**src/prig_pkg.sv**
```systemverilog
// Shared types and constants for the Philox ranged integer generator.
// Used by every module in src; depends on nothing.
`default_nettype none
package prig_pkg;

    localparam int DEF_ROUNDS  = 10;
    localparam int QUEUE_DEPTH = 4;
    localparam int DIV_STAGES  = 64;
    localparam int ADDR_W      = 5;

    localparam logic [31:0] MUL_A  = 32'hD2511F53;
    localparam logic [31:0] MUL_B  = 32'hCD9E8D57;
    localparam logic [31:0] BUMP_A = 32'h9E3779B9;
    localparam logic [31:0] BUMP_B = 32'hBB67AE85;

    typedef enum logic [1:0] {
        REG_RAW_MODE    = 2'd0,
        REG_SAMPLE_WIDE = 2'd1,
        REG_LOW_VALUE   = 2'd2,
        REG_RANGE_SIZE  = 2'd3
    } reg_idx_t;

    typedef struct packed {
        logic [63:0] seed;
        logic [63:0] counter_offset;
        logic [62:0] chunk_index;
        logic [2:0]  element_count;
    } cmd_t;

    typedef struct packed {
        logic [63:0] value0;
        logic [63:0] value1;
        logic [63:0] value2;
        logic [63:0] value3;
        logic [2:0]  valid_count;
    } result_t;

    typedef struct packed {
        logic        raw_mode;
        logic        sample_wide;
        logic [63:0] low_value;
        logic [63:0] range_size;
    } cfg_t;

    typedef struct packed {
        logic [63:0] counter;
        logic [63:0] key;
        logic [2:0]  count;
    } job_t;

    typedef struct packed {
        logic [31:0] c0;
        logic [31:0] c1;
        logic [31:0] c2;
        logic [31:0] c3;
        logic [63:0] key;
        logic [2:0]  count;
    } round_t;

    typedef struct packed {
        logic       valid;
        logic [2:0] count;
    } tag_t;

endpackage
`default_nettype wire

```
**src/prig_round.sv**
```systemverilog
// One registered Philox4x32 round with the key bump for the following round.
// Depends on prig_pkg.
`default_nettype none
module prig_round
    import prig_pkg::*;
(
    input  wire logic   clk,
    input  wire logic   rst_n,
    input  wire logic   in_valid,
    input  wire round_t in_data,
    output logic        out_valid,
    output round_t      out_data
);

    logic [63:0] pa;
    logic [63:0] pb;
    round_t      data_next;
    logic        valid_reg;
    round_t      data_reg;

    always_comb
    begin
        pa = 64'(MUL_A) * 64'(in_data.c0);
        pb = 64'(MUL_B) * 64'(in_data.c2);
        data_next.c0    = pb[63:32] ^ in_data.c1 ^ in_data.key[31:0];
        data_next.c1    = pb[31:0];
        data_next.c2    = pa[63:32] ^ in_data.c3 ^ in_data.key[63:32];
        data_next.c3    = pa[31:0];
        data_next.key   = {in_data.key[63:32] + BUMP_B, in_data.key[31:0] + BUMP_A};
        data_next.count = in_data.count;
    end

    always_ff @(posedge clk or negedge rst_n)
    begin
        if (!rst_n)
        begin
            valid_reg <= 1'b0;
        end
        else
        begin
            valid_reg <= in_valid;
        end
    end

    always_ff @(posedge clk)
    begin
        data_reg <= data_next;
    end

    assign out_valid = valid_reg;
    assign out_data  = data_reg;

endmodule
`default_nettype wire

```
**config.mk**
```make
export PLATFORM = sky130hd
export DESIGN_NAME = prig_round
export DESIGN_NICKNAME = d
export VERILOG_FILES = /design/src/prig_pkg.sv /design/src/prig_round.sv
export SDC_FILE = /design/constraint.sdc
export NUM_CORES = 2
export LEC_CHECK = 0
export ABC_CLOCK_PERIOD_IN_PS = 800
export BUFFER_PORTS_ARGS = -buffer_cell sky130_fd_sc_hd__buf_4
export CORE_MARGIN = 2
export CORE_UTILIZATION = 57
export DETAILED_ROUTE_END_ITERATION = 7
export PLACE_DENSITY = 0.8
export SLEW_MARGIN = 15
export SYNTH_ARGS = -nofsm -noshare
export SYNTH_HDL_FRONTEND = slang
export SYNTH_SLANG_ARGS = --single-unit
```
**constraint.sdc**
```tcl
create_clock -name clk -period 0.8 [get_ports clk]
set_input_delay 0.24 -clock clk [delete_from_list [all_inputs] [get_ports clk]]
set_output_delay 0.24 -clock clk [all_outputs]
set_load 0.03 [all_outputs]
```
==> results.yml <==
setup_path:
  path_max_fanout: 5
  end_kind: "flip-flop"
  critPathLaunchType: "primary input"
  max_stage_delay_ns: 0.64
  worstPathArrival_ns: 6.87
  worstSetupPathType: "primary input to flip-flop"
  cp_num_buf_inv: 8
  critPathTopFamily: "adder cells"
  critPathLaunch: "in_data[103]"
  cp.required_ns: 1.24
  critical_path.slowest_cell: "fa_1"
  cpMostUsedCell: "fa_1"
placed_design:
  dp_hpwl_mm: 123
  place_congestion: 1.02
  io_buffers: 393
sta:
  finalHoldViolCount: 1
  slew_headroom_pct: 64.1
  drv_slew: 0
  final.min_clock_period_ns: 6.44
  post-route-period-util_pct: 804
  rsz0062_at_grt: "true"
  setup_violations: 366
  setup_slack_ns: -5.64
  hold_ws_ns: -0.00899
  max_slew.worst_pin.slew_ns: 0.532
  fmax_ghz: 0.155
clock_network:
  clkTransAtPathRegs_ns: 0.11
  clock_sinks: 196
  cts_root_buffer: "clkbuf_16"
  clock_path_buffers: 2
  cts_tree: "yes"
  cts_buffers: 17
  htree_levels: 4
synthesis:
  yosysTopAreaCellShare_pct: 37.7
  ys_warn_count: 0
  ys_ff_latch: 196
  synth_area_sq_mm: 0.0427
  synthesis.nets: 6087
  avgSynthCellArea_sq_um: 9.99
  ys_seq_area_share_pct: 9.19
  synthCells: 4277
  synth_edf_count: 0
  synth_common_cells: "1262 x inv_1, 807 x ha_1, 805 x fa_1"
  yosysTopAreaCell: "fa_1"
  yosysMostFrequentCell: "inv_1"
  ys_top_cells_by_area: "fa_1 38%, ha_1 24%, inv_1 11%"
  ys_types: 82
  synth_ff_type: "dfxtp_1"
  async_reset_ff_share_pct: 0.510
drt:
  vias: 36100
  drt-initial-drc-count: 2235
  dr.pass1.iters: 5
  wire_per_inst_um: 22.5
  drc: 0
  route.final.wire_length_mm: 151
  ant_nets: 0
  viasPerCell: 5.37
finish:
  syn_to_final_growth_pct: 41.0
  n_fill_cell: 4435
  seqCellArea_sq_mm: 0.00393
  final_util_pct: 81.1
  multiInputGateArea_sq_mm: 0.0378
  nets: 7547
  drive_above_1_share_pct: 37.8
floorplan:
  fp.dieH_um: 278
  io_pins: 394
  die_x_um: 278
  rows: 100
  start_util_pct: 57.5
  core_area_sq_mm: 0.0743
  dieArea_sq_mm: 0.0772
run_status:
  status: "finished, violations left"
  violations: "hold timing, setup timing"
grt:
  grt_pass1_vias: 39700
  gr-total-overflow: 0
  grt_pass1_wl_mm: 224
  antenna_found_initial: 5
  grtUsageMet1_pct: 45.6
  grt_use_met2_pct: 67.9
  grt.met3_usage_pct: 5.70
  grt_util_all_layers_pct: 38.5
  busiest_layer: "met2"
  grt_max_degree: 24
worst_hold_path:
  hp-class: "primary input to flip-flop"
  min_from: "in_data[32]"
job:
  drv_cap: 0
[metal layers]
layer / vias up / wire (um)
met2: 1564 / 75200
li1: 16100 / -
met4: 6 / 10100
met1: 17800 / 56500
met5: - / 39
met3: 528 / 9200
[worst paths after layout]
kind                            endpoint  slack [ns]  depth (start not counted)
max in group asynchronous      out_valid        0.14                          3
hold / removal              out_data[33]      -0.009                          3
min in group asynchronous      out_valid        0.57                          3
setup / recovery           out_data[189]       -5.64                         25
[cell type report]
cell class / count / share of cell area (%)
multi-input combinational: 2767 / 62.8
timing repair buffer: 1492 / 19.7
inverter: 1263 / 7.94
sequential: 196 / 6.52
tap: 969 / 2.01
clock buffer: 17 / 0.706
clock inverter: 15 / 0.347
antenna: 1 / 0.00415
[cell families after synthesis]
kind of cell,count (synthesis),share of synthesized area [%]
mux,3,0.0703
compound gates,456,7.23
buf+inv,1314,11.6
simple gates,392,4.38
flops,196,9.19
xor+xnor,304,6.23
fa+ha+maj,1612,61.3
[cells in the final DEF (no fill, tap or decap), types with 13 or more instances in the layout]
cell / instances
buf_4: 1346
a21oi_1: 79
dlygate4sd3_1: 20
buf_6: 101
o21ai_0: 22
nor2_1: 75
o21ai_2: 28
xor2_1: 74
xnor2_2: 21
ha_1: 653
o21a_1: 19
nor2_2: 15
o21bai_1: 28
nand4_1: 31
nand2_1: 93
buf_8: 13
o21ai_1: 18
dfxtp_1: 195
inv_2: 100
a21oi_2: 48
ha_4: 142
xnor2_1: 208
inv_1: 1152
nand3_1: 20
a21oi_4: 25
fa_2: 80
fa_1: 725
clkbuf_16: 17
a21o_1: 56
[per-stage QoR]
step                      hold WS, ns  setup TNS, ns  worst slack (ns)  cell area (sq um)  instances
after global routing         -0.00177        -690.27             -5.76              60300       6719
after global placement         0.0154        -676.13             -6.18              56000       6572
after floorplan               -0.0556        -575.43             -5.69              44700       4277
final                        -0.00899        -669.33             -5.64              60300       6720
after CTS                     -0.0101        -652.94             -5.50              59200       6686
after detailed placement       0.0184        -683.78             -6.21              56000       6572
[sequential cells by signal, summed over array words and instances, names as in the netlist]
signal,flops
out_data,195
out_valid,1
[tightest hold or removal path, cell delays in order]
cell	delay (ns)
buf_4	0.13
o21ai_2	0.05
xnor2_1	0.05
[repair_timing]
item                                   4_1_cts  5_1_grt
buffers inserted                            72       50
endpoints found under the hold margin       20        0
setup endpoints to repair                  366      366
resized for setup                          442      193
cloned                                       0        0
hold buffers                                20        0
pin swaps                                  291      213
Power is not shown: default switching activity piles up to over one toggle a cycle in this logic, so the estimate is an artifact.
