<file path="src/prig_pkg.sv">
// Shared types and constants for the Philox ranged integer generator.
// Used by every module in src; depends on nothing.
`default_nettype none
package prig_pkg;

    localparam int DEF_ROUNDS  = 10;
    localparam int QUEUE_DEPTH = 4;
    localparam int DIV_STAGES  = 64;
    localparam int ADDR_W      = 5;

    localparam logic [31:0] MUL_A  = 32'hD2511F53;
    localparam logic [31:0] MUL_B  = 32'hCD9E8D57;
    localparam logic [31:0] BUMP_A = 32'h9E3779B9;
    localparam logic [31:0] BUMP_B = 32'hBB67AE85;

    typedef enum logic [1:0] {
        REG_RAW_MODE    = 2'd0,
        REG_SAMPLE_WIDE = 2'd1,
        REG_LOW_VALUE   = 2'd2,
        REG_RANGE_SIZE  = 2'd3
    } reg_idx_t;

    typedef struct packed {
        logic [63:0] seed;
        logic [63:0] counter_offset;
        logic [62:0] chunk_index;
        logic [2:0]  element_count;
    } cmd_t;

    typedef struct packed {
        logic [63:0] value0;
        logic [63:0] value1;
        logic [63:0] value2;
        logic [63:0] value3;
        logic [2:0]  valid_count;
    } result_t;

    typedef struct packed {
        logic        raw_mode;
        logic        sample_wide;
        logic [63:0] low_value;
        logic [63:0] range_size;
    } cfg_t;

    typedef struct packed {
        logic [63:0] counter;
        logic [63:0] key;
        logic [2:0]  count;
    } job_t;

    typedef struct packed {
        logic [31:0] c0;
        logic [31:0] c1;
        logic [31:0] c2;
        logic [31:0] c3;
        logic [63:0] key;
        logic [2:0]  count;
    } round_t;

    typedef struct packed {
        logic       valid;
        logic [2:0] count;
    } tag_t;

endpackage
`default_nettype wire

</file>
<file path="src/prig_front.sv">
// Front end: configuration registers, command acceptance, counter formation
// and count saturation. Depends on prig_pkg.
`default_nettype none
module prig_front
    import prig_pkg::*;
(
    input  wire logic              clk,
    input  wire logic              rst_n,
    input  wire logic              psel,
    input  wire logic              penable,
    input  wire logic              pwrite,
    input  wire logic [ADDR_W-1:0] paddr,
    input  wire logic [63:0]       pwdata,
    output logic      [63:0]       prdata,
    input  wire logic              start,
    input  wire cmd_t              cmd,
    output logic                   busy,
    input  wire logic              q_full,
    output logic                   job_valid,
    output job_t                   job,
    output cfg_t                   cfg
);

    cfg_t       cfg_reg;
    cfg_t       cfg_next;
    logic       valid_reg;
    logic       valid_next;
    job_t       job_reg;
    job_t       job_next;
    reg_idx_t   idx;
    logic       wr_en;
    logic       accept;
    logic       push;
    logic [2:0] cnt;
    logic [2:0] maxc;

    assign idx    = reg_idx_t'(paddr[ADDR_W-1:3]);
    assign wr_en  = psel && penable && pwrite;
    assign busy   = valid_reg && q_full;
    assign accept = start && !busy;
    assign push   = valid_reg && !q_full;

    always_comb
    begin
        cfg_next = cfg_reg;
        if (wr_en)
        begin
            unique case (idx)
                REG_RAW_MODE:    cfg_next.raw_mode    = pwdata[0];
                REG_SAMPLE_WIDE: cfg_next.sample_wide = pwdata[0];
                REG_LOW_VALUE:   cfg_next.low_value   = pwdata;
                REG_RANGE_SIZE:  cfg_next.range_size  = pwdata;
                default:         cfg_next = cfg_reg;
            endcase
        end
    end

    always_comb
    begin
        unique case (idx)
            REG_RAW_MODE:    prdata = {63'd0, cfg_reg.raw_mode};
            REG_SAMPLE_WIDE: prdata = {63'd0, cfg_reg.sample_wide};
            REG_LOW_VALUE:   prdata = cfg_reg.low_value;
            REG_RANGE_SIZE:  prdata = cfg_reg.range_size;
            default:         prdata = 64'd0;
        endcase
    end

    // A count of zero acts as one; the ceiling depends on the sample width.
    always_comb
    begin
        maxc = cfg_reg.sample_wide ? 3'd2 : 3'd4;
        cnt  = cmd.element_count;
        if (cnt == 3'd0)
        begin
            cnt = 3'd1;
        end
        if (cnt > maxc)
        begin
            cnt = maxc;
        end
        job_next.counter = cmd.counter_offset + {1'b0, cmd.chunk_index};
        job_next.key     = cmd.seed;
        job_next.count   = cnt;
        valid_next       = accept ? 1'b1 : (push ? 1'b0 : valid_reg);
    end

    always_ff @(posedge clk or negedge rst_n)
    begin
        if (!rst_n)
        begin
            cfg_reg   <= '{raw_mode: 1'b1, sample_wide: 1'b0,
                           low_value: 64'd0, range_size: 64'd0};
            valid_reg <= 1'b0;
        end
        else
        begin
            cfg_reg   <= cfg_next;
            valid_reg <= valid_next;
        end
    end

    always_ff @(posedge clk)
    begin
        if (accept)
        begin
            job_reg <= job_next;
        end
    end

    assign job_valid = push;
    assign job       = job_reg;
    assign cfg       = cfg_reg;

endmodule
`default_nettype wire

</file>
<file path="config.mk">
export PLATFORM = sky130hd
export DESIGN_NAME = prig_front
export DESIGN_NICKNAME = d
export VERILOG_FILES = /design/src/prig_pkg.sv /design/src/prig_front.sv
export SDC_FILE = /design/constraint.sdc
export NUM_CORES = 1
export LEC_CHECK = 0
export ABC_AREA = 1
export ABC_CLOCK_PERIOD_IN_PS = 12170
export BUFFER_PORTS_ARGS = -buffer_cell sky130_fd_sc_hd__clkbuf_2
export CORE_AREA = 5 5 231 233
export CTS_CLUSTER_DIAMETER = 100
export DETAILED_ROUTE_END_ITERATION = 10
export DIE_AREA = 0 0 236 238
export RECOVER_POWER = 25
export SKIP_CTS_REPAIR_TIMING = 1
export SLEW_MARGIN = 0
export SYNTH_ARGS = -nofsm -noshare
export SYNTH_HDL_FRONTEND = slang
export SYNTH_SLANG_ARGS = --single-unit
</file>
<file path="constraint.sdc">
create_clock -name clk -period 12.17 [get_ports clk]
set_input_delay 1.8255 -clock clk [delete_from_list [all_inputs] [get_ports clk]]
set_output_delay 1.8255 -clock clk [all_outputs]
set_load 0.01 [all_outputs]
</file>
==> results.toml <==
[status]
status = "complete, but fails checks"
violations = "max-capacitance violations, max-slew violations"

[setup_path]
startpoint_type = "input port"
worst-endpoint-required_ps = 10340
critical_path_class = "input port to primary output"
cp_max_fo = 65
crit_arrival_ps = 5390
endpoint_kind = "primary output"

[pwr]
seqPwrFrac = 0.401
p_clk_frac = 0.317
power_switching_uw = 981
p_sw_frac = 0.337
total_power_mw = 2.91
intPower_mw = 1.93
power_leakage_nw = 11.0
vdd_drop_max_mv = 0.102
p_per_area_nw_per_um2 = 144
pwr-share-comb = 0.281

[final_layout]
area_growth_pct = 29.7
fillers = 5331
regArea_um2 = 7210
final_cells = 3360
final_common_cell = "nand2_1"
final_cell_mix = "729 x nand2_1, 562 x clkbuf_2, 447 x inv_1"
drive_above_1_share = 0.252
nets = 2997
largest_reg_flops = 131
multiInputGateArea_um2 = 6400
antenna_cells = 0
utilization = 0.395

[floorplanning]
core_um2 = 51000
initial_core_util = 0.304
io_pins = 597
fp.dieW_um = 236
die-area_um2 = 56200
die_height_um = 238
placementRows = 83

[detailed_routing]
drc_errors = 0
wl_um = 60000
firstDrtPassIters = 7
viasPerCell = 4.56
vias = 15300
wire_per_inst_um = 17.8
ant_nets = 0
drt_iter0_markers = 969

[cts]
cts_tree = "built"
worstSkewPairLatency_ps = 570
cts.clk_slew.worst_paths_ps = 60
numCtsBuffers = 30
cts_htree_levels = 1
cts_sinks = 262
root_buffer = "clkbuf_16"
cts_max_path_buffers = 3

[run]
maxCapViolCount = 5

[yosys]
yosysTopAreaCellShare = 0.253
yosys.area.top_type = "edfxtp_1"
synth_edf_count = 131
synthCells = 2069
ys_seq_elements = 262
yosysWarnings = 0
syn-num-nets = 2406
synth.distinct_cells = 31
seq_area_frac_synth = 0.465
synth_area_leaders = "edfxtp_1 25%, dfrtp_1 21%, nand2_1 18%, inv_1 11%, ha_1 5.3%"
ys_async_sr_fraction = 0.500
synth-main-ff-cell = "edfxtp_1"
syn_area_um2 = 15500
synth_area_per_cell_um2 = 7.50

[placed_design]
place_congestion = 0.953
dp_hpwl_um = 49700
post-place-ws_ps = 6810
io_buffers = 593
dp_cells = 3308

[timing]
rsz0062_at_grt = "no"
worst_pin_slew_ps = 3440
setup_viol = 0
maxSlewHeadroom = -1.29
tns_ps = 0
skew_ps = 7.45
period_minus_slack_ps = 7220
fmax_mhz = 139
finalHoldViolCount = 0
period_share = 0.593
setup_ws_ps = 4950
final_max_slew_viol_count = 205

[global_routing]
antenna_found_initial = 7
grt_pass1_wl_um = 89800
grtUsageTotal = 0.203
grt_pass1_vias = 15300
grt_max_degree = 103
grt.overflow.total = 0

[worst_hold_path]
hold_class = "flop to flop"
[layer usage]
layer	wire length, µm	global-route usage	share of wire
met4	1900	0.0600	0.032
met2	30100	0.367	0.50
met5	11	0	0.00018
met3	4150	0.0344	0.069
met1	23800	0.250	0.40
[synthesized netlist by cell type, drive strengths merged (15+ instances only)]
library cell / number
buf: 27
xor2: 31
o21ai: 133
nand2: 751
ha: 66
nor2: 128
inv: 451
dfrtp: 130
edfxtp: 131
nand3: 60
o22ai: 63
a21oi: 43
nor3: 15
[worst paths after layout]
| path | start | to | slack, ps | cells past startpoint |
|---|---|---|---|---|
| worst max-delay path | paddr[4] | prdata[1] | 4950 | 5 |
| worst min-delay path | valid_reg | valid_reg | 500 | 2 |
| worst max register to register | valid_reg | job[91] | 8380 | 5 |
| worst min register to register | valid_reg | valid_reg | 500 | 2 |
| max in group asynchronous | rst_n | cfg[107] | 7620 | 2 |
| min in group asynchronous | rst_n | cfg[15] | 2300 | 1 |
[critical path: stages]
cell	delay, ps
clkbuf_1	160
nand2_2	80
clkbuf_1	2420
o22ai_1	580
clkbuf_2	320
[kinds of logic (layout without fill, tap and decap cells)]
logic type | Yosys count | in the layout | share of synthesized area
AOI/OAI and AO/OA | 245 | 245 | 0.0852
DFF | 262 | 262 | 0.465
and+or+nand+nor | 970 | 970 | 0.256
adders and majority gates | 67 | 67 | 0.0545
xor gates and xnor gates | 31 | 31 | 0.0175
buffers and inverters | 494 | 1105 | 0.122
[area by class of cell]
cell class | count | share of cell area
tap | 680 | 0.0423
multi-input combinational | 1313 | 0.318
clock buffer | 38 | 0.0419
clock inverter | 14 | 0.00764
inverter | 453 | 0.0844
timing repair buffer | 600 | 0.148
sequential | 262 | 0.358
[power by group through the flow]
stage	sequential, mW	clock [mW]	combinational [mW]
2_1_floorplan	1.24	0	0.365
5_1_grt	1.18	0.992	0.907
3_5_place_dp	1.18	0	0.825
3_3_place_gp	1.18	0	0.822
4_1_cts	1.17	0.954	0.831
6_report	1.17	0.923	0.818
[per-stage QoR]
stage / area, µm² / hold slack (ps)
after floorplan: 15500 / 459
after global placement: 19200 / 475
after detailed placement: 19200 / 487
after CTS: 20200 / 503
after global routing: 20100 / 535
final: 20100 / 498
Note: power is estimated with default switching activity, not from simulation.
