[src/prig_pkg.sv]
// Shared types and constants for the Philox ranged integer generator.
// Used by every module in src; depends on nothing.
`default_nettype none
package prig_pkg;

    localparam int DEF_ROUNDS  = 10;
    localparam int QUEUE_DEPTH = 4;
    localparam int DIV_STAGES  = 64;
    localparam int ADDR_W      = 5;

    localparam logic [31:0] MUL_A  = 32'hD2511F53;
    localparam logic [31:0] MUL_B  = 32'hCD9E8D57;
    localparam logic [31:0] BUMP_A = 32'h9E3779B9;
    localparam logic [31:0] BUMP_B = 32'hBB67AE85;

    typedef enum logic [1:0] {
        REG_RAW_MODE    = 2'd0,
        REG_SAMPLE_WIDE = 2'd1,
        REG_LOW_VALUE   = 2'd2,
        REG_RANGE_SIZE  = 2'd3
    } reg_idx_t;

    typedef struct packed {
        logic [63:0] seed;
        logic [63:0] counter_offset;
        logic [62:0] chunk_index;
        logic [2:0]  element_count;
    } cmd_t;

    typedef struct packed {
        logic [63:0] value0;
        logic [63:0] value1;
        logic [63:0] value2;
        logic [63:0] value3;
        logic [2:0]  valid_count;
    } result_t;

    typedef struct packed {
        logic        raw_mode;
        logic        sample_wide;
        logic [63:0] low_value;
        logic [63:0] range_size;
    } cfg_t;

    typedef struct packed {
        logic [63:0] counter;
        logic [63:0] key;
        logic [2:0]  count;
    } job_t;

    typedef struct packed {
        logic [31:0] c0;
        logic [31:0] c1;
        logic [31:0] c2;
        logic [31:0] c3;
        logic [63:0] key;
        logic [2:0]  count;
    } round_t;

    typedef struct packed {
        logic       valid;
        logic [2:0] count;
    } tag_t;

endpackage
`default_nettype wire

[src/prig_queue.sv]
// Short queue between the front end and the generation pipeline.
// Depends on prig_pkg.
`default_nettype none
module prig_queue
    import prig_pkg::*;
(
    input  wire logic clk,
    input  wire logic rst_n,
    input  wire logic push,
    input  wire job_t push_data,
    output logic      full,
    output logic      pop_valid,
    output job_t      pop_data
);

    localparam int PTR_W = $clog2(QUEUE_DEPTH);
    localparam int CNT_W = $clog2(QUEUE_DEPTH + 1);

    job_t               store_reg [QUEUE_DEPTH];
    logic [PTR_W-1:0]   wr_ptr_reg;
    logic [PTR_W-1:0]   rd_ptr_reg;
    logic [CNT_W-1:0]   fill_reg;
    logic [CNT_W-1:0]   fill_next;
    logic               pop;

    // The pipeline behind never stalls, so any held transaction leaves at once.
    assign pop       = (fill_reg != '0);
    assign pop_valid = pop;
    assign pop_data  = store_reg[rd_ptr_reg];
    assign full      = (fill_reg == CNT_W'(QUEUE_DEPTH));

    always_comb
    begin
        fill_next = fill_reg;
        if (push && !pop)
        begin
            fill_next = fill_reg + 1'b1;
        end
        else if (pop && !push)
        begin
            fill_next = fill_reg - 1'b1;
        end
    end

    always_ff @(posedge clk or negedge rst_n)
    begin
        if (!rst_n)
        begin
            wr_ptr_reg <= '0;
            rd_ptr_reg <= '0;
            fill_reg   <= '0;
        end
        else
        begin
            fill_reg <= fill_next;
            if (push)
            begin
                wr_ptr_reg <= wr_ptr_reg + 1'b1;
            end
            if (pop)
            begin
                rd_ptr_reg <= rd_ptr_reg + 1'b1;
            end
        end
    end

    always_ff @(posedge clk)
    begin
        if (push)
        begin
            store_reg[wr_ptr_reg] <= push_data;
        end
    end

endmodule
`default_nettype wire

[config.mk]
export PLATFORM = sky130hd
export DESIGN_NAME = prig_queue
export DESIGN_NICKNAME = d
export VERILOG_FILES = /design/src/prig_pkg.sv /design/src/prig_queue.sv
export SDC_FILE = /design/constraint.sdc
export NUM_CORES = 1
export LEC_CHECK = 0
export BUFFER_PORTS_ARGS = -buffer_cell sky130_fd_sc_hd__buf_2
export CAP_MARGIN = 0
export CORE_MARGIN = 2
export CORE_UTILIZATION = 60
export DETAILED_ROUTE_END_ITERATION = 8
export GPL_TIMING_DRIVEN = 0
export PLACE_DENSITY_LB_ADDON = 0.15
export SYNTH_ARGS = -nofsm -noshare
export SYNTH_HDL_FRONTEND = slang
export SYNTH_SLANG_ARGS = --single-unit
[constraint.sdc]
create_clock -name clk -period 11.5 [get_ports clk]
set_input_delay 1.15 -clock clk [delete_from_list [all_inputs] [get_ports clk]]
set_output_delay 1.15 -clock clk [all_outputs]
set_load 0.05 [all_outputs]
==> metrics.txt <==
result of the run finished clean; final net count 1,185; Max VDD drop 194 uV; Post-Place Worst Slack 8510 ps; GRT Overall Usage 21.0%; Cell Chain, Critical Path buf_2, buf_2, buf_2, mux4_2, buf_2; portion of synthesized cell area occupied by the leading cell type 81.7%; proportion of synthesized flip-flops having asynchronous set or reset 1.32%; Layout Cells excl Fill 1,494; endpoints failing hold 0; worst hold-check path type in2async; cell accounting for the most synthesized area sky130_fd_sc_hd__edfxtp_1; post-layout minimum cycle time 3420 ps; total placed cells including tap cells 1,396; area delta synth->final 18.7%; Boundary Pins 267; most common cell in the netlist sky130_fd_sc_hd__edfxtp_1; cell row count 65; Root Buffer sky130_fd_sc_hd__clkbuf_16; Int Pwr 4200 uW; clock share of power 22.2%; drc violations 0; category of the worst setup path capture point output pin; number of instances in the synthesized netlist 720; maxcap violations 0; worst flop-to-flop path startpoint wr_ptr_reg[0]; H-tree level count 2; maximum number of pins on one net before global-route repair 60; first-pass GRT wire length 52,600 um; number of max-slew violations in the final report 0; final-report setup violation count 0; Pre-Repair DR Iteration Count 4; number of antenna violations at the first check in global routing 9; layout cells sized above 1 45.7%; period utilization 29.7%; dominant cells by area after synthesis sky130_fd_sc_hd__edfxtp_1 82%, sky130_fd_sc_hd__mux4_2 15%, sky130_fd_sc_hd__dfrtp_1 0.91%, sky130_fd_sc_hd__buf_6 0.53%, sky130_fd_sc_hd__buf_2 0.42%; vias after detailed routing 8,524; number of storage elements in the synthesis netlist 531; placeable core area 31,600 um2; primary flip-flop cell chosen by synthesis mapping sky130_fd_sc_hd__edfxtp_1; FF-to-FF End store_reg[2][48]; later-pin clock latency in the skew report 540 ps; critical path's largest stage delay 370 ps; Initial Util 61.1%; largest driver fanout on the critical path 10; gpl congestion 0.714; number of routed nets with antenna violations 0; cell types with the highest counts after synthesis 524 x sky130_fd_sc_hd__edfxtp_1, 131 x sky130_fd_sc_hd__mux4_2, 16 x sky130_fd_sc_hd__buf_2; count of warnings emitted by yosys 0; net load switching power 2600 uW; ratio of total power to cell area 298 nW/um2; Vert. Die Dim 183 um; Wirelength per Cell 23.0 um; Tightest Pin Transition 730 ps; Largest register FFs 524; Fmax 292 MHz; fraction of the yosys area taken by sequential cells 82.6%; drt initial violations 587; sequential power share 38.3%; number of buffers inserted during clock tree synthesis 50; count of unique library cells instantiated by Yosys 18; classification of the worst setup path reg2out; clock transition at the register clock pins on the worst setup and hold paths after CTS 60 ps; number of clock sinks seen by CTS 531; sort of element at the start of the critical path flip-flop; post-CTS repair timing setup buffer count 0; count of hold-fix buffers inserted at cts 0; remaining max-slew budget at the tightest pin 51.4%; setup repair after global routing missed its margin no; HPWL after detailed placement 21,400 um; CP arrival 2270 ps; summed instance area of the synthesized netlist 19,300 um2; Worst Reg-to-Reg Cells 5; Pleak 0.00784 uW; relative contribution of combinational cells to total power 39.5%; worst path setup slack after routing 8080 ps; average size of a mapped cell 26.8 um2; number of nets in the synthesized netlist 859; die width 183 um; number of inserted filler cells in the final layout 1,836; Resized cells post-CTS 0; worst clock skew 10.9 ps; clock tree from TritonCTS yes; number of global-route vias before repair 9,007; mean number of vias per cell 5.71; Final TNS setup 0 ps; number of enable-type register cells in the synthesized netlist 524; reg-to-reg slack, setup 9250 ps; Longest Clk Path Bufs 3; quantity of I/O buffers inserted on ports 266; Data required, critical path 10,350 ps; total congestion overflow after global routing 0; Critical Path Slowest Stage Cell sky130_fd_sc_hd__mux4_2; Critical Path Most Common Cell sky130_fd_sc_hd__buf_2; die area 33,600 um2; final WL 34,400 um; proportion of total power due to net switching 38.2%
layout make-up:
class,instances,area (um2),area share (%)
antenna,6,15.0,0.0657
timing repair buffer,274,1550,6.79
clock inverter,20,110,0.482
clock buffer,72,1410,6.16
multi-input combinational,156,3160,13.8
buffer,30,200,0.876
inverter,3,11.3,0.0492
tap,402,503,2.20
sequential,531,15900,69.6
logic make-up (layout without fill, tap and decap cells):
group | Yosys count | in the layout | share of synthesized area, %
mux | 131 | 131 | 15.3
other cells | 0 | 6 | 0
flops | 531 | 531 | 82.6
compound gates | 3 | 3 | 0.0909
buf+inv | 33 | 399 | 1.10
xor+xnor | 7 | 7 | 0.318
simple gates | 10 | 10 | 0.286
fa+ha+maj | 5 | 5 | 0.325
worst max path at each step:
stage	start	to	slack, ps	cells after the start
after floorplan	push	store_reg[0][0]	6840	1
after global placement	push	store_reg[1][72]	4300	2
after detailed placement	push	store_reg[2][1]	8510	4
after CTS	rd_ptr_reg[1]	pop_data[95]	8010	5
after global routing	rd_ptr_reg[1]	pop_data[94]	7940	5
final	rd_ptr_reg[1]	pop_data[95]	8080	5
cells in the final DEF (no fill, tap or decap), types with 4 or more instances in the layout:
| cell | count |
|---|---|
| sky130_fd_sc_hd__buf_6 | 9 |
| sky130_fd_sc_hd__buf_16 | 8 |
| sky130_fd_sc_hd__clkbuf_16 | 53 |
| sky130_fd_sc_hd__clkinv_2 | 7 |
| sky130_fd_sc_hd__dfrtp_1 | 7 |
| sky130_fd_sc_hd__clkbuf_1 | 23 |
| sky130_fd_sc_hd__clkinv_1 | 12 |
| sky130_fd_sc_hd__and2_4 | 4 |
| sky130_fd_sc_hd__xnor2_1 | 4 |
| sky130_fd_sc_hd__buf_2 | 282 |
| sky130_fd_sc_hd__mux4_2 | 131 |
| sky130_fd_sc_hd__ha_1 | 5 |
| sky130_fd_sc_hd__diode_2 | 6 |
| sky130_fd_sc_hd__edfxtp_1 | 524 |
power by group through the flow:
stage	sequential, uW	clock [uW]	combinational [uW]
after floorplan	2670	0	2080
after global placement	2720	0	2670
after detailed placement	2640	0	2730
after CTS	2610	1540	2740
after global routing	2630	1630	2830
final	2600	1510	2690
through the flow:
step	cell area [um2]	hold WS, ps	total power [uW]	util (%)
2_1_floorplan	19300	459	4750	-
3_3_place_gp	21100	481	5400	66.9
3_5_place_dp	21300	480	5380	67.6
4_1_cts	22900	405	6890	72.4
5_1_grt	22900	406	7090	72.4
6_report	22900	421	6800	72.5
routing by layer:
metal / part of all wire [%] / track usage (%)
met5: 0.15 / 0
met4: 1.9 / 5.38
met3: 7.4 / 6.25
met2: 50 / 34.5
met1: 40 / 28.3
worst max-delay path: cells and delay by family, from the launching register on:
| family | cells | cell delay (ps) |
|---|---|---|
| DFF | 1 | 310 |
| muxes | 1 | 370 |
| buffers and inverters | 4 | 1040 |
Power figures use the tool's default switching activity.
